**config.mk**
```make
export PLATFORM = sky130hd
export DESIGN_NAME = dual_moving_average_level
export DESIGN_NICKNAME = d
export VERILOG_FILES = /design/src/rtl/core/dma_pkg.sv /design/src/rtl/core/dma_div.sv /design/src/rtl/core/dual_moving_average_level.sv
export SDC_FILE = /design/constraint.sdc
export NUM_CORES = 1
export LEC_CHECK = 0
export ABC_AREA = 1
export CAP_MARGIN = 20
export CORE_MARGIN = 1.5
export CORE_UTILIZATION = 64
export CTS_BUF_LIST = sky130_fd_sc_hd__clkbuf_16
export DETAILED_ROUTE_END_ITERATION = 8
export DONT_BUFFER_PORTS = 1
export HOLD_SLACK_MARGIN = 0.05
export PLACE_DENSITY = 0.83
export SLEW_MARGIN = 20
export SYNTH_ARGS = -nofsm -noshare
export SYNTH_HDL_FRONTEND = slang
export SYNTH_SLANG_ARGS = --single-unit
```
**constraint.sdc**
```tcl
create_clock -name clk -period 4.1 [get_ports clk]
set_clock_uncertainty 0.1 [all_clocks]
set_input_delay 0.615 -clock clk [delete_from_list [all_inputs] [get_ports clk]]
set_output_delay 0.615 -clock clk [all_outputs]
set_load 0.02 [all_outputs]
```
**src/rtl/core/dma_pkg.sv**
```systemverilog
`timescale 1ns / 1ps
`default_nettype none

package dma_pkg;

  // Default window shape.
  localparam int DEF_WINDOW_DEPTH = 8;
  localparam int DEF_SAMPLE_BITS  = 16;

  // Threshold registers: four per channel, fine channel first.
  localparam int NUM_LIMITS     = 4;
  localparam int LIMIT_BITS     = 16;
  localparam int LIM_IDX_BITS   = 2;
  localparam int CFG_INDEX_BITS = 3;
  localparam int CFG_DATA_BITS  = LIMIT_BITS;
  localparam int LEVEL_BITS     = 3;

  // Register index map.
  localparam logic [CFG_INDEX_BITS-1:0] REG_FINE_BASE   = 3'd0;
  localparam logic [CFG_INDEX_BITS-1:0] REG_COARSE_BASE = 3'd4;

  typedef logic [NUM_LIMITS-1:0][LIMIT_BITS-1:0] limit_set_t;

  // Threshold reset values, entry 0 is the level 1 limit.
  localparam limit_set_t FINE_LIMIT_RST   = {16'd1000, 16'd500, 16'd200, 16'd100};
  localparam limit_set_t COARSE_LIMIT_RST = {16'd3000, 16'd2000, 16'd500, 16'd300};

endpackage

`default_nettype wire

```
**src/rtl/core/dma_div.sv**
```systemverilog
`timescale 1ns / 1ps
`default_nettype none

// Restoring divider that retires one quotient bit per cycle.
module dma_div #(
  parameter int DIVIDEND_BITS = 19,
  parameter int DIVISOR_BITS  = 4
) (
  input  wire                      clk,
  input  wire                      rst_n,
  input  wire                      start,
  input  wire [DIVIDEND_BITS-1:0]  dividend,
  input  wire [DIVISOR_BITS-1:0]   divisor,
  output logic                     done,
  output logic [DIVIDEND_BITS-1:0] quotient
);

  localparam int STEP_BITS = $clog2(DIVIDEND_BITS + 1);

  logic                     busy_r;
  logic                     done_r;
  logic [STEP_BITS-1:0]     step_r;
  logic [DIVISOR_BITS-1:0]  rem_r;
  logic [DIVISOR_BITS-1:0]  dvs_r;
  logic [DIVIDEND_BITS-1:0] quo_r;

  logic [DIVISOR_BITS:0]    trial;
  logic [DIVISOR_BITS:0]    diff;
  logic                     fits;
  logic [DIVISOR_BITS-1:0]  rem_nxt;

  // One trial subtraction of the divisor from the shifted remainder.
  always_comb begin
    trial   = {rem_r, quo_r[DIVIDEND_BITS-1]};
    diff    = trial - {1'b0, dvs_r};
    fits    = (trial >= {1'b0, dvs_r});
    rem_nxt = fits ? diff[DIVISOR_BITS-1:0] : trial[DIVISOR_BITS-1:0];
  end

  // Control flags.
  always_ff @(posedge clk) begin
    if (!rst_n) begin
      busy_r <= 1'b0;
      done_r <= 1'b0;
      step_r <= '0;
    end else begin
      done_r <= 1'b0;
      if (start) begin
        busy_r <= 1'b1;
        step_r <= STEP_BITS'(DIVIDEND_BITS);
      end else if (busy_r) begin
        step_r <= step_r - 1'b1;
        if (step_r == STEP_BITS'(1)) begin
          busy_r <= 1'b0;
          done_r <= 1'b1;
        end
      end
    end
  end

  // Datapath: the dividend shifts out as the quotient shifts in.
  always_ff @(posedge clk) begin
    if (start) begin
      rem_r <= '0;
      dvs_r <= divisor;
      quo_r <= dividend;
    end else if (busy_r) begin
      rem_r <= rem_nxt;
      quo_r <= {quo_r[DIVIDEND_BITS-2:0], fits};
    end
  end

  assign done     = done_r;
  assign quotient = quo_r;

  // A finished division never overlaps a running one.
  a_done_not_busy: assert property (@(posedge clk) disable iff (!rst_n)
    done_r |-> !busy_r)
    else $error("divider done while still busy");

endmodule

`default_nettype wire

```
**src/rtl/core/dual_moving_average_level.sv**
```systemverilog
`timescale 1ns / 1ps
`default_nettype none
// Flow: an accepted item sweeps the held samples out of the rings, then the shared restoring
//   divider forms the fine mean and then the coarse mean; the result loads once the output is free.
// in_stall is high outside idle, so a new item is taken only once the last one is through;
//   the sweep reads one ring entry per cycle and the single divider serves both channels.
// Reset: synchronous, active low; clears the window, the write slot and the held count, and
//   loads the threshold registers with their default limits. Ring contents are not cleared.

module dual_moving_average_level #(
  parameter int WINDOW_DEPTH = dma_pkg::DEF_WINDOW_DEPTH,
  parameter int SAMPLE_BITS  = dma_pkg::DEF_SAMPLE_BITS
) (
  input  wire                                     clk,
  input  wire                                     rst_n,
  // Configuration port
  input  wire                                     cfg_we,
  input  wire [dma_pkg::CFG_INDEX_BITS-1:0]       cfg_index,
  input  wire [dma_pkg::CFG_DATA_BITS-1:0]        cfg_wdata,
  // Input channel
  input  wire                                     in_valid,
  output logic                                    in_stall,
  input  wire [SAMPLE_BITS-1:0]                   in_fine_sample,
  input  wire [SAMPLE_BITS-1:0]                   in_coarse_sample,
  // Result channel
  output logic                                    out_valid,
  input  wire                                     out_stall,
  output logic [SAMPLE_BITS-1:0]                  out_fine_average,
  output logic [SAMPLE_BITS-1:0]                  out_coarse_average,
  output logic [dma_pkg::LEVEL_BITS-1:0]          out_fine_level,
  output logic [dma_pkg::LEVEL_BITS-1:0]          out_coarse_level,
  output logic [$clog2(WINDOW_DEPTH+1)-1:0]       out_window_filled
);

  import dma_pkg::*;

  localparam int IDX_BITS = $clog2(WINDOW_DEPTH);
  localparam int CNT_BITS = $clog2(WINDOW_DEPTH + 1);
  localparam int SUM_BITS = SAMPLE_BITS + IDX_BITS;
  localparam int CMP_BITS = (SUM_BITS > LIMIT_BITS) ? SUM_BITS : LIMIT_BITS;

  typedef enum logic [2:0] {
    S_IDLE,
    S_SUM,
    S_DRAIN,
    S_START_F,
    S_WAIT_F,
    S_START_C,
    S_WAIT_C,
    S_FINISH
  } state_t;

  state_t                  state_r;
  logic [IDX_BITS-1:0]     slot_r;
  logic [CNT_BITS-1:0]     count_r;
  logic [IDX_BITS-1:0]     rd_addr_r;
  logic                    rd_vld_r;
  logic [SAMPLE_BITS-1:0]  rd_fine_r;
  logic [SAMPLE_BITS-1:0]  rd_coarse_r;
  logic [SUM_BITS-1:0]     fine_sum_r;
  logic [SUM_BITS-1:0]     coarse_sum_r;
  logic [SUM_BITS-1:0]     fine_q_r;
  logic [SUM_BITS-1:0]     coarse_q_r;
  limit_set_t              fine_lim_r;
  limit_set_t              coarse_lim_r;

  logic                    out_valid_r;
  logic [SAMPLE_BITS-1:0]  out_fine_r;
  logic [SAMPLE_BITS-1:0]  out_coarse_r;
  logic [LEVEL_BITS-1:0]   out_fine_lvl_r;
  logic [LEVEL_BITS-1:0]   out_coarse_lvl_r;
  logic [CNT_BITS-1:0]     out_filled_r;

  logic [SAMPLE_BITS-1:0]  fine_mem [WINDOW_DEPTH];
  logic [SAMPLE_BITS-1:0]  coarse_mem [WINDOW_DEPTH];

  logic                    in_acc;
  logic                    out_free;
  logic                    last_issue;
  logic                    div_start;
  logic [SUM_BITS-1:0]     div_dividend;
  logic                    div_done;
  logic [SUM_BITS-1:0]     div_quotient;
  logic [CFG_INDEX_BITS-1:0] cfg_off;

  // Highest level whose limit the mean strictly exceeds.
  function automatic logic [LEVEL_BITS-1:0] level_of(input logic [CMP_BITS-1:0] mean,
                                                     input limit_set_t lim);
    logic [LEVEL_BITS-1:0] lvl;
    lvl = '0;
    for (int i = 0; i < NUM_LIMITS; i++) begin
      if (mean > CMP_BITS'(lim[i])) lvl = LEVEL_BITS'(i + 1);
    end
    return lvl;
  endfunction

  // Handshake decode.
  assign in_stall   = (state_r != S_IDLE);
  assign in_acc     = in_valid && !in_stall;
  assign out_free   = !out_valid_r || !out_stall;
  assign last_issue = (CNT_BITS'(rd_addr_r) == count_r - 1'b1);

  // The shared divider handles the fine sum first, then the coarse sum.
  assign div_start    = (state_r == S_START_F) || (state_r == S_START_C);
  assign div_dividend = (state_r == S_START_C) ? coarse_sum_r : fine_sum_r;

  dma_div #(
    .DIVIDEND_BITS (SUM_BITS),
    .DIVISOR_BITS  (CNT_BITS)
  ) u_div (
    .clk      (clk),
    .rst_n    (rst_n),
    .start    (div_start),
    .dividend (div_dividend),
    .divisor  (count_r),
    .done     (div_done),
    .quotient (div_quotient)
  );

  // Sample rings: written on accept, read one entry per cycle during the sweep.
  always_ff @(posedge clk) begin
    if (in_acc) begin
      fine_mem[slot_r]   <= in_fine_sample;
      coarse_mem[slot_r] <= in_coarse_sample;
    end
    rd_fine_r   <= fine_mem[rd_addr_r];
    rd_coarse_r <= coarse_mem[rd_addr_r];
  end

  // Threshold registers.
  assign cfg_off = cfg_index - REG_COARSE_BASE;

  always_ff @(posedge clk) begin
    if (!rst_n) begin
      fine_lim_r   <= FINE_LIMIT_RST;
      coarse_lim_r <= COARSE_LIMIT_RST;
    end else if (cfg_we) begin
      if (cfg_index < REG_COARSE_BASE) begin
        fine_lim_r[cfg_index[LIM_IDX_BITS-1:0] - REG_FINE_BASE[LIM_IDX_BITS-1:0]] <= cfg_wdata;
      end else if (cfg_off < CFG_INDEX_BITS'(NUM_LIMITS)) begin
        coarse_lim_r[cfg_off[LIM_IDX_BITS-1:0]] <= cfg_wdata;
      end
    end
  end

  // Sequencer with window state and the output register.
  always_ff @(posedge clk) begin
    if (!rst_n) begin
      state_r     <= S_IDLE;
      slot_r      <= '0;
      count_r     <= '0;
      rd_addr_r   <= '0;
      rd_vld_r    <= 1'b0;
      out_valid_r <= 1'b0;
    end else begin
      rd_vld_r <= (state_r == S_SUM);
      // In the finish state the output register is reloaded below instead.
      if (out_valid_r && !out_stall && (state_r != S_FINISH)) begin
        out_valid_r <= 1'b0;
      end
      if (rd_vld_r) begin
        fine_sum_r   <= fine_sum_r + SUM_BITS'(rd_fine_r);
        coarse_sum_r <= coarse_sum_r + SUM_BITS'(rd_coarse_r);
      end
      unique case (state_r)
        S_IDLE: begin
          if (in_acc) begin
            slot_r       <= (slot_r == IDX_BITS'(WINDOW_DEPTH - 1)) ? '0 : slot_r + 1'b1;
            if (count_r != CNT_BITS'(WINDOW_DEPTH)) count_r <= count_r + 1'b1;
            rd_addr_r    <= '0;
            fine_sum_r   <= '0;
            coarse_sum_r <= '0;
            state_r      <= S_SUM;
          end
        end
        S_SUM: begin
          if (last_issue) begin
            state_r <= S_DRAIN;
          end else begin
            rd_addr_r <= rd_addr_r + 1'b1;
          end
        end
        S_DRAIN: begin
          state_r <= S_START_F;
        end
        S_START_F: begin
          state_r <= S_WAIT_F;
        end
        S_WAIT_F: begin
          if (div_done) begin
            fine_q_r <= div_quotient;
            state_r  <= S_START_C;
          end
        end
        S_START_C: begin
          state_r <= S_WAIT_C;
        end
        S_WAIT_C: begin
          if (div_done) begin
            coarse_q_r <= div_quotient;
            state_r    <= S_FINISH;
          end
        end
        S_FINISH: begin
          // Load the result once the output register is free or being emptied.
          if (out_free) begin
            out_valid_r      <= 1'b1;
            out_fine_r       <= fine_q_r[SAMPLE_BITS-1:0];
            out_coarse_r     <= coarse_q_r[SAMPLE_BITS-1:0];
            out_fine_lvl_r   <= level_of(CMP_BITS'(fine_q_r), fine_lim_r);
            out_coarse_lvl_r <= level_of(CMP_BITS'(coarse_q_r), coarse_lim_r);
            out_filled_r     <= count_r;
            state_r          <= S_IDLE;
          end
        end
        default: begin
          state_r <= S_IDLE;
        end
      endcase
    end
  end

  assign out_valid          = out_valid_r;
  assign out_fine_average   = out_fine_r;
  assign out_coarse_average = out_coarse_r;
  assign out_fine_level     = out_fine_lvl_r;
  assign out_coarse_level   = out_coarse_lvl_r;
  assign out_window_filled  = out_filled_r;

  // The held count never passes the window depth.
  a_count_bound: assert property (@(posedge clk) disable iff (!rst_n)
    count_r <= CNT_BITS'(WINDOW_DEPTH))
    else $error("held count beyond window depth");

  // An accepted item always starts a ring sweep.
  a_accept_sweep: assert property (@(posedge clk) disable iff (!rst_n)
    in_acc |=> (state_r == S_SUM) && (rd_addr_r == '0))
    else $error("accepted item did not start a sweep");

  // The divider only finishes while the sequencer waits for it.
  a_div_done_wait: assert property (@(posedge clk) disable iff (!rst_n)
    div_done |-> (state_r == S_WAIT_F) || (state_r == S_WAIT_C))
    else $error("divider finished outside a wait state");

  // A new result appears only when the sequencer finishes an item.
  a_out_from_finish: assert property (@(posedge clk) disable iff (!rst_n)
    $rose(out_valid_r) |-> $past(state_r) == S_FINISH)
    else $error("result raised outside finish");

endmodule

`default_nettype wire
```
==> impl_results.md <==
- Post-CTS Setup Bufs: 0
- Total GRT Usage: 31.8%
- FF+latch count, synth: 583
- Chip Width: 208 um
- Final Hold Vio Count: 0
- Outcome: completed
- H-tree Lvls: 2
- Yosys cell types: 48
- Worst r2r src: rd_addr_r[0]
- Leak: 0.0120 uW
- Flop-to-flop setup slack: 1.19 ns
- Synthesized cell area: 27000 um2
- RSZ-0062 raised after global routing: false
- Total CTS buffers: 56
- Critical Path End Type: flop
- Vias/cell: 6.13
- Via count: 20600
- Internal power: 11500 uW
- Sw Pwr: 5370 uW
- Worst hold path class: in2reg
- Worst Tran Pin Value: 1.08 ns
- Ant. Diodes: 0
- Syn nets: 2984
- Hold Crit Endpoint: coarse_lim_r[19]
- Routed Antenna Nets: 0
- DP Area: 27400 um2
- GPL Wtd Cong: 0.933
- Pwr Density: 564 nW/um2
- Power, Total: 16900 uW
- Max FO, Critical Path: 80
- Setup-failing EPs final: 0
- Clk buf depth: 3
- Core area: 41200 um2
- Final Max Slew Viols: 0
- First-pass GRT wire length: 107 mm
- Total wire length: 69.2 mm
- Clk Latency, worst-skew pair: 0.64 ns
- Clock-pin slew on the worst setup and hold paths: 0.06 ns
- Path type of the worst setup path: reg2reg
- Initial Util: 65.4%
- Clk pwr share: 32.9%
- Yosys warnings: 0
- Max frequency: 344 MHz
- Hold path depth: 2
- Largest net degree at the start of global routing: 145
- Final cycle utilization of the critical path: 70.9%
- Seq pwr share: 43.6%
- Fillers: 2730
- Design area: 30000 um2
- Rel. slew slack: 27.7%
- Nets: 3009
- Die Ht: 208 um
- Critical Path RT: 4.42 ns
- Drt pass-1 iters: 5
- Port Buffers: 0
- Data arrival, critical path: 3.23 ns
- Max-Cap Viols: 0
- Maximum vdd ir drop: 0.000457 V
- Rows: 74
- Die Area: 43400 um2
- Switch share: 31.8%
- Final cell utilization of the core: 72.7%
- Initial antenna violation count: 0
- Fraction of layout cells with a size suffix above 1: 5.77%
- Sink Count: 583
- Residual DRC: 0
- Final worst setup slack: 1.19 ns
- Post-DP HPWL: 43.3 mm
- R2R cell count: 5
- Initial DRC count: 2070
- CTS tree: yes
- I/O pins: 100
- Average routed wire per standard cell: 20.6 um
- Setup TNS: 0 ns
- Tmin final: 2.91 ns
- Vias in the first global route: 20100
- Hold Crit Start: cfg_wdata[3]
- Sequential-to-total area share from yosys stat: 58.0%
- GRT overflow: 0
- Setup crit start kind: flop
- Synthesized area per cell: 9.79 um2
- Root buffer cell: clkbuf_16
- Gate count of the mapped netlist: 2753
- Reg2reg end: rd_coarse_r[14]
- Gate power share: 23.5%
- Area Overhead vs Synth: 11.2%
- Dpl ws: 1.33 ns
[layout by cell type, fill, tap and decap left out, types with 4 or more instances in the layout]
cell and instances:
nor2_1 374, nor3_2 7, inv_1 298, nor3_1 7, buf_16 4, a21o_1 12
clkinv_1 13, a21oi_1 191, clkinv_2 8, buf_4 15, clkbuf_16 60, nand3_1 100
or2_2 16, dfxtp_1 183, a31oi_1 51, dlygate4sd3_1 47, nand4_1 23, ha_1 172
o211ai_1 51, o21a_1 4, xor2_1 6, bufinv_16 10, edfxtp_1 397, and2_1 5
nand2_1 383, inv_2 9, nor2_2 6, o21bai_1 6, nor4_1 6, nor2_4 8
o21ai_2 4, o22ai_1 33, o21ai_0 278
[repair_timing]
item | 4_1_cts | 5_1_grt
hold buffers | 48 | 0
gates resized for setup | 0 | 0
endpoints found under the hold margin | 407 | 0
[cells by family (layout without fill, tap and decap cells)]
logic type	after synthesis	in the layout	share of synthesized area (%)
AND/OR/NAND/NOR	945	945	14.4
AO/OA/AOI/OAI	640	640	13.1
flip-flops	583	583	58.0
buffers and inverters	401	471	5.90
adder cells (fa/ha/maj)	175	175	8.21
XOR/XNOR	9	9	0.292
[cell usage after synthesis (all sizes together)]
master	n	area, um2
o21ai	285	1440
edfxtp	397	11900
fa	3	60.1
nand2	386	1460
clkbuf	49	184
a31oi	51	319
a21oi	191	956
ha	172	2150
a31o	1	8.76
nor4	6	37.5
o211ai	51	383
o22ai	33	206
nand3b	2	15.0
a21o	12	90.1
clkinv	3	11.3
dfxtp	186	3720
inv	297	1110
nor2	388	1480
o2111ai	1	8.76
or2	17	106
buf	52	280
a21boi	2	15.0
a211oi	2	20.0
a221oi	1	8.76
and2	6	37.5
xnor2	3	26.3
nor3	15	101
o21a	4	30.0
xor2	6	52.6
nand3	101	510
and3	1	6.26
o21bai	6	45.0
nand4	23	144
[critical path, cell delays in order, from the launching register on]
cell      delay (ns)
dfxtp_4         0.54
clkinv_2        0.83
buf_4           0.58
buf_4           0.23
o21ai_0         0.21
a31oi_1         0.14
[worst max path at each step]
stage / from / to / slack [ns] / cells after the start
floorplan: in_valid / coarse_mem[1][0] / 0.28 / 5
finish: rd_addr_r[0] / rd_coarse_r[14] / 1.19 / 5
CTS: rd_addr_r[0] / rd_coarse_r[14] / 1.26 / 5
global route: rd_addr_r[0] / rd_coarse_r[9] / 1.03 / 5
detailed placement: rd_addr_r[0] / rd_coarse_r[14] / 1.33 / 5
global placement: rd_addr_r[0] / rd_coarse_r[13] / 1.44 / 5
[through the flow]
stage	instances	hold slack, ns
finish	3355	0.0763
global route	3355	0.0542
CTS	3351	0.0517
detailed placement	3200	0.349
global placement	3200	0.339
floorplan	2753	0.326
[state kept, by name (all words and copies together) (netlist names), 5 cells and up]
name                cells
coarse_lim_r           64
coarse_mem            128
coarse_q_r             19
coarse_sum_r           19
fine_lim_r             64
fine_mem              128
fine_q_r               19
fine_sum_r             19
out_coarse_average     16
out_fine_average       16
rd_coarse_r            16
rd_fine_r              16
u_div.quotient         19
u_div.step_r            5
[power by group through the flow]
stage / clock network [uW] / registers, uW / logic, uW
4_1_cts: 5560 / 7350 / 3880
2_1_floorplan: 0 / 7220 / 2960
5_1_grt: 5820 / 7390 / 4450
3_5_place_dp: 0 / 7470 / 3710
6_report: 5560 / 7370 / 3980
3_3_place_gp: 0 / 7450 / 3550
[layer usage]
layer | wire, um | vias to the layer above | GRT usage (%)
met5 | 0 | - | 0
met4 | 3860 | 0 | 17.2
met3 | 5750 | 219 | 5.71
met2 | 34200 | 1016 | 54.8
met1 | 25400 | 9777 | 38.0
li1 | - | 9542 | -
[final cells by class]
cell class / count / area (um2) / share of cell area, %
Clock buffer: 60 / 1500 / 5.01
Clock inverter: 43 / 495 / 1.65
Inverter: 300 / 1130 / 3.77
Multi-Input combinational cell: 1769 / 9790 / 32.7
Sequential cell: 583 / 15700 / 52.2
Tap cell: 532 / 666 / 2.22
Timing Repair Buffer: 68 / 733 / 2.45
(Power assumes the default switching activity.)
